`src/sv/dvf_pkg.sv`:
```
// shared types and constants of the duplicate value finder
`timescale 1ns / 1ps

package dvf_pkg;

  // value field and table sizes
  localparam int VALUE_W    = 7;
  localparam int NUM_VALUES = 1 << VALUE_W;
  localparam int IDX_W      = VALUE_W + 1;

  // saturating occurrence count
  localparam logic [1:0] COUNT_SAT = 2'd3;
  localparam logic [1:0] COUNT_DUP = 2'd2;

  // results per set
  localparam int RESULT_CAP = 64;
  localparam int RES_W      = $clog2(RESULT_CAP + 1);

  // input request
  typedef struct packed {
    logic [VALUE_W-1:0] value;
    logic               last;
  } dvf_in_t;

  // result item
  typedef struct packed {
    logic [VALUE_W-1:0] dup_value;
    logic               none_found;
    logic               last_result;
  } dvf_out_t;

  // commands from controller to datapath
  typedef struct packed {
    logic clr_step;
    logic accept;
    logic s1_do;
    logic cnt_walk;
    logic chk_step;
    logic end_step;
  } dvf_cmd_t;

  // status from datapath to controller
  typedef struct packed {
    logic clr_last;
    logic s1_last;
    logic walk_done;
    logic dup_hit;
    logic pend_val;
    logic out_free;
  } dvf_sts_t;

endpackage

```
`src/sv/dvf_datapath.sv`:
```
// datapath: count and order memories, load stage, walk registers, result register
`timescale 1ns / 1ps

module dvf_datapath #(
  parameter int MAX_ITEMS = 128
) (
  input  logic              clk_i,
  input  logic              rst_ni,
  input  dvf_pkg::dvf_in_t  in_req_i,
  input  logic              out_ready_i,
  input  dvf_pkg::dvf_cmd_t cmd_i,
  output dvf_pkg::dvf_sts_t sts_o,
  output logic              out_valid_o,
  output dvf_pkg::dvf_out_t out_res_o
);

  localparam int CNT_W = $clog2(MAX_ITEMS + 1);
  localparam int VW    = dvf_pkg::VALUE_W;
  localparam int IW    = dvf_pkg::IDX_W;
  localparam int RW    = dvf_pkg::RES_W;

  // memories
  logic [1:0]    cnt_mem [dvf_pkg::NUM_VALUES];
  logic [VW-1:0] ord_mem [dvf_pkg::NUM_VALUES];

  logic [1:0]    cnt_rd_q;
  logic [VW-1:0] ord_rd_q;

  // control and payload registers
  logic [VW-1:0]     clr_addr_q;
  dvf_pkg::dvf_in_t  s1_q;
  logic              fwd_hit_q;
  logic [1:0]        fwd_cnt_q;
  logic [IW-1:0]     dist_q;
  logic [IW-1:0]     walk_q;
  logic [CNT_W-1:0]  item_q;
  logic [VW-1:0]     w_q;
  logic [VW-1:0]     pend_q;
  logic              pend_val_q;
  logic [RW-1:0]     res_n_q;
  logic              out_valid_q;
  dvf_pkg::dvf_out_t out_q;

  // combinational
  logic              counted;
  logic [1:0]        cnt_cur;
  logic [1:0]        cnt_new;
  logic [VW-1:0]     cnt_ra;
  logic              cnt_we;
  logic [VW-1:0]     cnt_wa;
  logic [1:0]        cnt_wd;
  logic              dup_hit;
  logic              push;
  dvf_pkg::dvf_out_t push_res;

  // load stage count with forwarding from the previous write
  assign counted = item_q < CNT_W'(MAX_ITEMS);
  assign cnt_cur = fwd_hit_q ? fwd_cnt_q : cnt_rd_q;
  assign cnt_new = (counted && (cnt_cur != dvf_pkg::COUNT_SAT)) ? cnt_cur + 2'd1 : cnt_cur;

  // count read address: incoming value while loading, list entry while walking
  assign cnt_ra = cmd_i.cnt_walk ? ord_rd_q : in_req_i.value;

  // count write port
  always_comb begin
    cnt_we = 1'b0;
    cnt_wa = s1_q.value;
    cnt_wd = cnt_new;
    if (cmd_i.clr_step) begin
      cnt_we = 1'b1;
      cnt_wa = clr_addr_q;
      cnt_wd = 2'd0;
    end else if (cmd_i.s1_do && counted) begin
      cnt_we = 1'b1;
    end else if (cmd_i.chk_step) begin
      cnt_we = 1'b1;
      cnt_wa = w_q;
      cnt_wd = 2'd0;
    end
  end

  // count memory, read data held while the walk waits on the output
  always_ff @(posedge clk_i) begin
    if (cnt_we) begin
      cnt_mem[cnt_wa] <= cnt_wd;
    end
    if (cmd_i.accept || cmd_i.cnt_walk) begin
      cnt_rd_q <= cnt_mem[cnt_ra];
    end
  end

  // first-seen order memory
  always_ff @(posedge clk_i) begin
    if (cmd_i.s1_do && counted && (cnt_cur == 2'd0)) begin
      ord_mem[dist_q[VW-1:0]] <= s1_q.value;
    end
    ord_rd_q <= ord_mem[walk_q[VW-1:0]];
  end

  // repeat found at the visited entry
  assign dup_hit = (cnt_rd_q >= dvf_pkg::COUNT_DUP) && (res_n_q < RW'(dvf_pkg::RESULT_CAP));

  // result push: held repeat goes out when a newer one arrives or at the end
  always_comb begin
    push     = (cmd_i.chk_step && dup_hit && pend_val_q) || cmd_i.end_step;
    push_res = '{dup_value: pend_q, none_found: 1'b0, last_result: 1'b0};
    if (cmd_i.end_step) begin
      if (pend_val_q) begin
        push_res.last_result = 1'b1;
      end else begin
        push_res = '{dup_value: '0, none_found: 1'b1, last_result: 1'b1};
      end
    end
  end

  // payload registers
  always_ff @(posedge clk_i) begin
    if (cmd_i.accept) begin
      s1_q <= in_req_i;
    end
    fwd_cnt_q <= cnt_new;
    if (cmd_i.cnt_walk) begin
      w_q <= ord_rd_q;
    end
    if (cmd_i.chk_step && dup_hit) begin
      pend_q <= w_q;
    end
    if (push) begin
      out_q <= push_res;
    end
  end

  // control registers
  always_ff @(posedge clk_i or negedge rst_ni) begin
    if (!rst_ni) begin
      clr_addr_q  <= '0;
      fwd_hit_q   <= 1'b0;
      dist_q      <= '0;
      walk_q      <= '0;
      item_q      <= '0;
      pend_val_q  <= 1'b0;
      res_n_q     <= '0;
      out_valid_q <= 1'b0;
    end else begin
      if (cmd_i.clr_step) begin
        clr_addr_q <= clr_addr_q + VW'(1);
      end
      fwd_hit_q <= cmd_i.s1_do && (in_req_i.value == s1_q.value);
      if (cmd_i.s1_do && counted) begin
        item_q <= item_q + CNT_W'(1);
        if (cnt_cur == 2'd0) begin
          dist_q <= dist_q + IW'(1);
        end
      end
      if (cmd_i.chk_step) begin
        walk_q <= walk_q + IW'(1);
        if (dup_hit) begin
          pend_val_q <= 1'b1;
          res_n_q    <= res_n_q + RW'(1);
        end
      end
      if (cmd_i.end_step) begin
        dist_q     <= '0;
        walk_q     <= '0;
        item_q     <= '0;
        pend_val_q <= 1'b0;
        res_n_q    <= '0;
      end
      if (push) begin
        out_valid_q <= 1'b1;
      end else if (out_ready_i) begin
        out_valid_q <= 1'b0;
      end
    end
  end

  // status and outputs
  assign sts_o.clr_last  = &clr_addr_q;
  assign sts_o.s1_last   = s1_q.last;
  assign sts_o.walk_done = walk_q == dist_q;
  assign sts_o.dup_hit   = dup_hit;
  assign sts_o.pend_val  = pend_val_q;
  assign sts_o.out_free  = !out_valid_q || out_ready_i;
  assign out_valid_o     = out_valid_q;
  assign out_res_o       = out_q;

  // a push never overwrites a result that is still waiting
  assert property (@(posedge clk_i) disable iff (!rst_ni)
    push && out_valid_q |-> out_ready_i)
    else $error("result register overwritten");

  // the walk never runs past the distinct list
  assert property (@(posedge clk_i) disable iff (!rst_ni)
    walk_q <= dist_q)
    else $error("walk index beyond distinct count");

  // result count stays within the per-set cap
  assert property (@(posedge clk_i) disable iff (!rst_ni)
    res_n_q <= RW'(dvf_pkg::RESULT_CAP))
    else $error("result count over cap");

endmodule

```
`src/sv/dvf_ctrl.sv`:
```
// controller: clearing pass, load phase and emit walk sequencing
`timescale 1ns / 1ps

module dvf_ctrl (
  input  logic              clk_i,
  input  logic              rst_ni,
  input  logic              in_valid_i,
  output logic              in_ready_o,
  input  dvf_pkg::dvf_sts_t sts_i,
  output dvf_pkg::dvf_cmd_t cmd_o
);

  localparam logic [2:0] ST_CLEAR = 3'd0;
  localparam logic [2:0] ST_LOAD  = 3'd1;
  localparam logic [2:0] ST_ORD   = 3'd2;
  localparam logic [2:0] ST_CNT   = 3'd3;
  localparam logic [2:0] ST_CHK   = 3'd4;
  localparam logic [2:0] ST_END   = 3'd5;

  logic [2:0] state_q, state_d;
  logic       s1_val_q;

  // input side: open only in the load phase, and closed while the final item of a set is in the load stage
  assign in_ready_o = (state_q == ST_LOAD) && !(s1_val_q && sts_i.s1_last);

  // next state and commands
  always_comb begin
    state_d      = state_q;
    cmd_o        = '0;
    cmd_o.accept = in_valid_i && in_ready_o;
    case (state_q)
      ST_CLEAR: begin
        cmd_o.clr_step = 1'b1;
        if (sts_i.clr_last) begin
          state_d = ST_LOAD;
        end
      end
      ST_LOAD: begin
        cmd_o.s1_do = s1_val_q;
        if (s1_val_q && sts_i.s1_last) begin
          state_d = ST_ORD;
        end
      end
      ST_ORD: begin
        state_d = sts_i.walk_done ? ST_END : ST_CNT;
      end
      ST_CNT: begin
        cmd_o.cnt_walk = 1'b1;
        state_d        = ST_CHK;
      end
      ST_CHK: begin
        if (!(sts_i.dup_hit && sts_i.pend_val) || sts_i.out_free) begin
          cmd_o.chk_step = 1'b1;
          state_d        = ST_ORD;
        end
      end
      ST_END: begin
        if (sts_i.out_free) begin
          cmd_o.end_step = 1'b1;
          state_d        = ST_LOAD;
        end
      end
      default: begin
        state_d = ST_CLEAR;
      end
    endcase
  end

  // state registers
  always_ff @(posedge clk_i or negedge rst_ni) begin
    if (!rst_ni) begin
      state_q  <= ST_CLEAR;
      s1_val_q <= 1'b0;
    end else begin
      state_q  <= state_d;
      s1_val_q <= cmd_o.accept;
    end
  end

  // the load stage is only busy in the load phase
  assert property (@(posedge clk_i) disable iff (!rst_ni)
    s1_val_q |-> state_q == ST_LOAD)
    else $error("load stage busy outside load phase");

  // the walk starts with an empty load stage
  assert property (@(posedge clk_i) disable iff (!rst_ni)
    state_q == ST_ORD |-> !s1_val_q)
    else $error("walk started with item in flight");

  // the clearing pass runs once after reset
  assert property (@(posedge clk_i) disable iff (!rst_ni)
    state_q != ST_CLEAR |=> state_q != ST_CLEAR)
    else $error("clearing pass re-entered");

endmodule

```
`src/sv/duplicate_value_finder_top.sv`:
```
// top level of the duplicate value finder
//
//   channel | signals                       | dir | payload
//   --------+-------------------------------+-----+-----------------------------------
//   input   | in_valid_i, in_ready_o        | in  | in_req_i  {value, last}
//   output  | out_valid_o, out_ready_i      | out | out_res_o {dup_value, none_found,
//           |                               |     |            last_result}
//
// loading takes one request per cycle: the count memory does a read-modify-write
// with one forwarding register covering back-to-back requests of the same value.
// after the final request the walk visits each distinct value in an order, count and
// check state, covering the two dependent reads of the order and count memories, and
// the order and end states close it. after reset a clearing pass writes the 128 count
// entries, one per cycle, with the input closed. a stalled output holds the walk when
// a new repeat is found while one is still waiting, and holds the closing result.
`timescale 1ns / 1ps

module duplicate_value_finder_top #(
  parameter int MAX_ITEMS = 128
) (
  input  logic              clk_i,
  input  logic              rst_ni,
  input  logic              in_valid_i,
  output logic              in_ready_o,
  input  dvf_pkg::dvf_in_t  in_req_i,
  output logic              out_valid_o,
  input  logic              out_ready_i,
  output dvf_pkg::dvf_out_t out_res_o
);

  dvf_pkg::dvf_cmd_t cmd;
  dvf_pkg::dvf_sts_t sts;

  // sequencing
  dvf_ctrl u_ctrl (
    .clk_i      (clk_i),
    .rst_ni     (rst_ni),
    .in_valid_i (in_valid_i),
    .in_ready_o (in_ready_o),
    .sts_i      (sts),
    .cmd_o      (cmd)
  );

  // storage and result path
  dvf_datapath #(
    .MAX_ITEMS (MAX_ITEMS)
  ) u_datapath (
    .clk_i       (clk_i),
    .rst_ni      (rst_ni),
    .in_req_i    (in_req_i),
    .out_ready_i (out_ready_i),
    .cmd_i       (cmd),
    .sts_o       (sts),
    .out_valid_o (out_valid_o),
    .out_res_o   (out_res_o)
  );

endmodule
```
`config.mk`:
```
export PLATFORM = sky130hd
export DESIGN_NAME = duplicate_value_finder_top
export DESIGN_NICKNAME = d
export VERILOG_FILES = /design/src/sv/dvf_pkg.sv /design/src/sv/dvf_datapath.sv /design/src/sv/dvf_ctrl.sv /design/src/sv/duplicate_value_finder_top.sv
export SDC_FILE = /design/constraint.sdc
export NUM_CORES = 2
export LEC_CHECK = 0
export BUFFER_PORTS_ARGS = -buffer_cell sky130_fd_sc_hd__buf_2
export CAP_MARGIN = 20
export CELL_PAD_IN_SITES_DETAIL_PLACEMENT = 0
export CELL_PAD_IN_SITES_GLOBAL_PLACEMENT = 1
export CORE_MARGIN = 8
export CORE_UTILIZATION = 45
export DETAILED_ROUTE_END_ITERATION = 10
export PLACE_DENSITY = 0.76
export SKIP_LAST_GASP = 1
export SYNTH_ARGS = -nofsm -noshare
export SYNTH_HDL_FRONTEND = slang
export SYNTH_HIERARCHICAL = 1
export SYNTH_SLANG_ARGS = --single-unit
export TNS_END_PERCENT = 100
```
`constraint.sdc`:
```
create_clock -name clk_i -period 10.1 [get_ports clk_i]
set_input_delay 1.01 -clock clk_i [delete_from_list [all_inputs] [get_ports clk_i]]
set_output_delay 1.01 -clock clk_i [all_outputs]
set_load 0.01 [all_outputs]
```
==> impl_metrics.toml <==
[logic_synthesis]
yosysSeqAreaShare = 0.7476
synth_cell_types = 56
synth-simple-area-share = 0.04559
syn_area_um2 = 49340
synth_common_cells = "edfxtp_1 (1185), mux4_2 (330), nor2_1 (320)"
synth-seq-cells = 1239
synth.net_count = 2478
synth.most_common_cell = "edfxtp_1"
synth_flop_cell = "edfxtp_1"
synth-xor-area-share = 0.007987
synth_top_family_by_area = "multiplexers"
synthMuxAreaShare = 0.1661
yosys_warnings = 6
post-synth-top-area-fraction = 0.7212
synth_compound_area_frac = 0.01557
yosys.area.top_type = "edfxtp_1"
async_flop_share = 0.03632
syn_inst = 2459
synth_area_leaders = "edfxtp_1 (72%), mux4_2 (15%), nor2_1 (2.4%)"
synthAdderAreaFrac = 0.001775
syn_area_per_cell_um2 = 20.07
synth_enable_flop_cells = 1185

[power]
combPwrFrac = 0.007
p_sw_mw = 1.903
power_density_nw_per_um2 = 181.3
swShare = 0.1915
total_power_mw = 9.935
internal-power_mw = 8.032
total_leakage_power_nw = 16.55
pwr-share-clk = 0.435
ir_drop_uv = 143.0
p_seq_frac = 0.558

[cts]
clk_latency_ns = 0.70
h-tree-depth = 3
numClockSinks = 1239
cts_resized = 0
clk_pin_slew_ns = 0.07
hold_buffers = 0
cts_buffer_depth = 3
postCtsSetupRepairBufs = 0
cts-root-buf = "clkbuf_16"
cts_tree = "built"
numCtsBuffers = 119

[global_routing]
grt_pass1_wl_mm = 160.1
track_usage = 0.1745
grt_max_degree = 129
antenna_found_initial = 5
grt-ovfl-total = 0
grt_pass1_vias = 24650

[critical_path]
worstPathRequired_ns = 10.66
cp_max_fo = 119
reg2regPathDepth = 7
criticalPathCategory = "reg -> reg"
worstSetupStartpointType = "flip-flop"
r2r_end = "u_datapath/ord_rd_q[6]"
cp-end-kind = "flip-flop"
reg2reg_slack_ns = 5.69
cp-startpoint = "u_datapath/walk_q[0]"
cp.arrival_ns = 4.97
crit_path_end = "u_datapath/ord_rd_q[6]"
rr_startpoint = "u_datapath/walk_q[0]"

[floorplan]
boundaryPins = 23
start_util = 0.4533
die-area_um2 = 120500
die_h_um = 347.1
core-area_um2 = 108900
die_w_um = 347.1
rows = 121

[cells_and_area]
drive_gt1_frac = 0.2329
finish.utilization = 0.5034
area_delta_synth_final_pct = 11.05
fillCellCount = 8417
final_cells = 4028
num-nets-final = 2527

[timing]
max_slew_margin = 0.2144
fin_tns_setup_ns = 0
layout_min_cycle_time_ns = 4.412
fmax_mhz = 226.7
worst_slew_pin_slew_ns = 1.178
min_period_over_period = 0.4368
rsz0062_at_grt = "no"
finalSetupViolations = 0
skew_ns = 0.06032
finalHoldViolCount = 0
finalMaxSlewViolations = 0

[outcome]
status = "finished, final reports clean"

[route]
dr.pass1.iters = 6
drc = 0
drt-total-wl_mm = 107.0
vias_per_cell = 5.931
wl_per_cell_um = 26.56
vias = 23890
drt_iter0_drc = 2499
route.antenna.remaining_nets = 0

[placed_design]
gp_congestion = 0.8151
dpl.hpwl_mm = 64.68
dp.cells = 3798
portBuffers = 22

[worst_hold_path]
hold_class = "in -> async"

[flow_run]
max_cap_viol_count = 0
final cells by class:
type | instances | area [µm²] | share of cell area
Sequential cell | 1239 | 36900 | 0.6735
Multi-Input combinational cell | 1075 | 11720 | 0.2139
Clock buffer | 157 | 3287 | 0.05998
Tap cell | 1414 | 1769 | 0.03229
Clock inverter | 67 | 554.3 | 0.01012
Timing Repair Buffer | 68 | 533.0 | 0.009727
Inverter | 5 | 18.77 | 0.0003425
Antenna cell | 3 | 7.507 | 0.0001370
logic make-up (layout without fill, tap and decap cells):
logic type      Yosys count  after routing
flops                  1239           1239
xor+xnor                 45             45
compound gates          106            106
buf+inv                 145            297
other cells               0              3
mux                     404            404
fa+ha+maj                 7              7
simple gates            513            513
through the flow:
step                      cell area, µm²  hold WS [ns]  worst slack [ns]
final                              54800        0.3944             5.688
after global routing               54800        0.4456             5.344
after CTS                          54720        0.3853             5.608
after detailed placement           50870        0.4394             5.609
after global placement             50850        0.4354             5.620
after floorplan                    49340        0.4080             6.111
cell usage in the layout (no fill, tap or decap), types with 11 or more instances in the layout:
master,n
a21oi_1,20
a22oi_1,14
and2_1,12
and3_1,12
buf_2,22
buf_4,41
clkbuf_1,27
clkbuf_16,124
clkinv_1,22
clkinv_2,27
dfrtp_1,40
edfxtp_1,1185
mux2_2,15
mux2i_1,57
mux4_2,330
nand2_1,73
nand2b_1,11
nand3_1,20
nand4_1,15
nor2_1,320
or3_1,13
xnor2_1,28
xor2_1,17
power groups by stage:
stage	combinational [mW]	clock [mW]	sequential, mW
CTS	0.0695	4.42	5.54
detailed placement	0.0692	0	5.65
floorplan	0.0450	0	5.65
finish	0.0689	4.32	5.54
global route	0.0738	4.59	5.54
global placement	0.0681	0	5.65
worst max-delay path, cell delays in order, from the launching register on:
cell      delay, ns
dfrtp_4        0.86
buf_12         0.74
buf_4          0.78
mux4_2         0.62
mux4_2         0.47
mux2i_1        0.24
a22o_1         0.22
a221oi_1       0.06
worst min-delay path by stage:
stage	startpoint	to	slack (ns)	cells after the start
final	rst_ni	u_datapath/res_n_q[3]	0.39	2
after CTS	rst_ni	u_datapath/clr_addr_q[5]	0.39	2
after global routing	rst_ni	u_datapath/res_n_q[0]	0.45	2
after detailed placement	u_datapath/w_q[3]	u_datapath/pend_q[3]	0.44	0
after global placement	u_datapath/w_q[1]	u_datapath/pend_q[1]	0.44	0
after floorplan	u_datapath/ord_rd_q[6]	u_datapath/w_q[6]	0.41	0
layer usage:
layer,share of wire,global-route usage
met5,0,0
met4,0.026,0.05091
met3,0.064,0.02704
met2,0.50,0.2900
met1,0.41,0.2400
registers in the layout (all words and copies together) (netlist names):
signal,flops
u_datapath/cnt_rd_q,2
u_datapath/s1_q,7
u_datapath/pend_val_q,1
u_datapath/w_q,7
u_datapath/dist_q,8
u_datapath/fwd_hit_q,1
u_datapath/item_q,8
u_datapath/cnt_mem,256
u_datapath/sts_o,1
u_datapath/ord_rd_q,7
u_datapath/fwd_cnt_q,2
u_datapath/res_n_q,7
u_datapath/pend_q,7
u_datapath/ord_mem,896
u_datapath/walk_q,8
u_ctrl/s1_val_q,1
u_datapath/clr_addr_q,7
u_datapath/out_res_o,9
u_datapath/out_valid_o,1
u_ctrl/state_q,3
No activity file was read; power rests on OpenSTA's default activity.
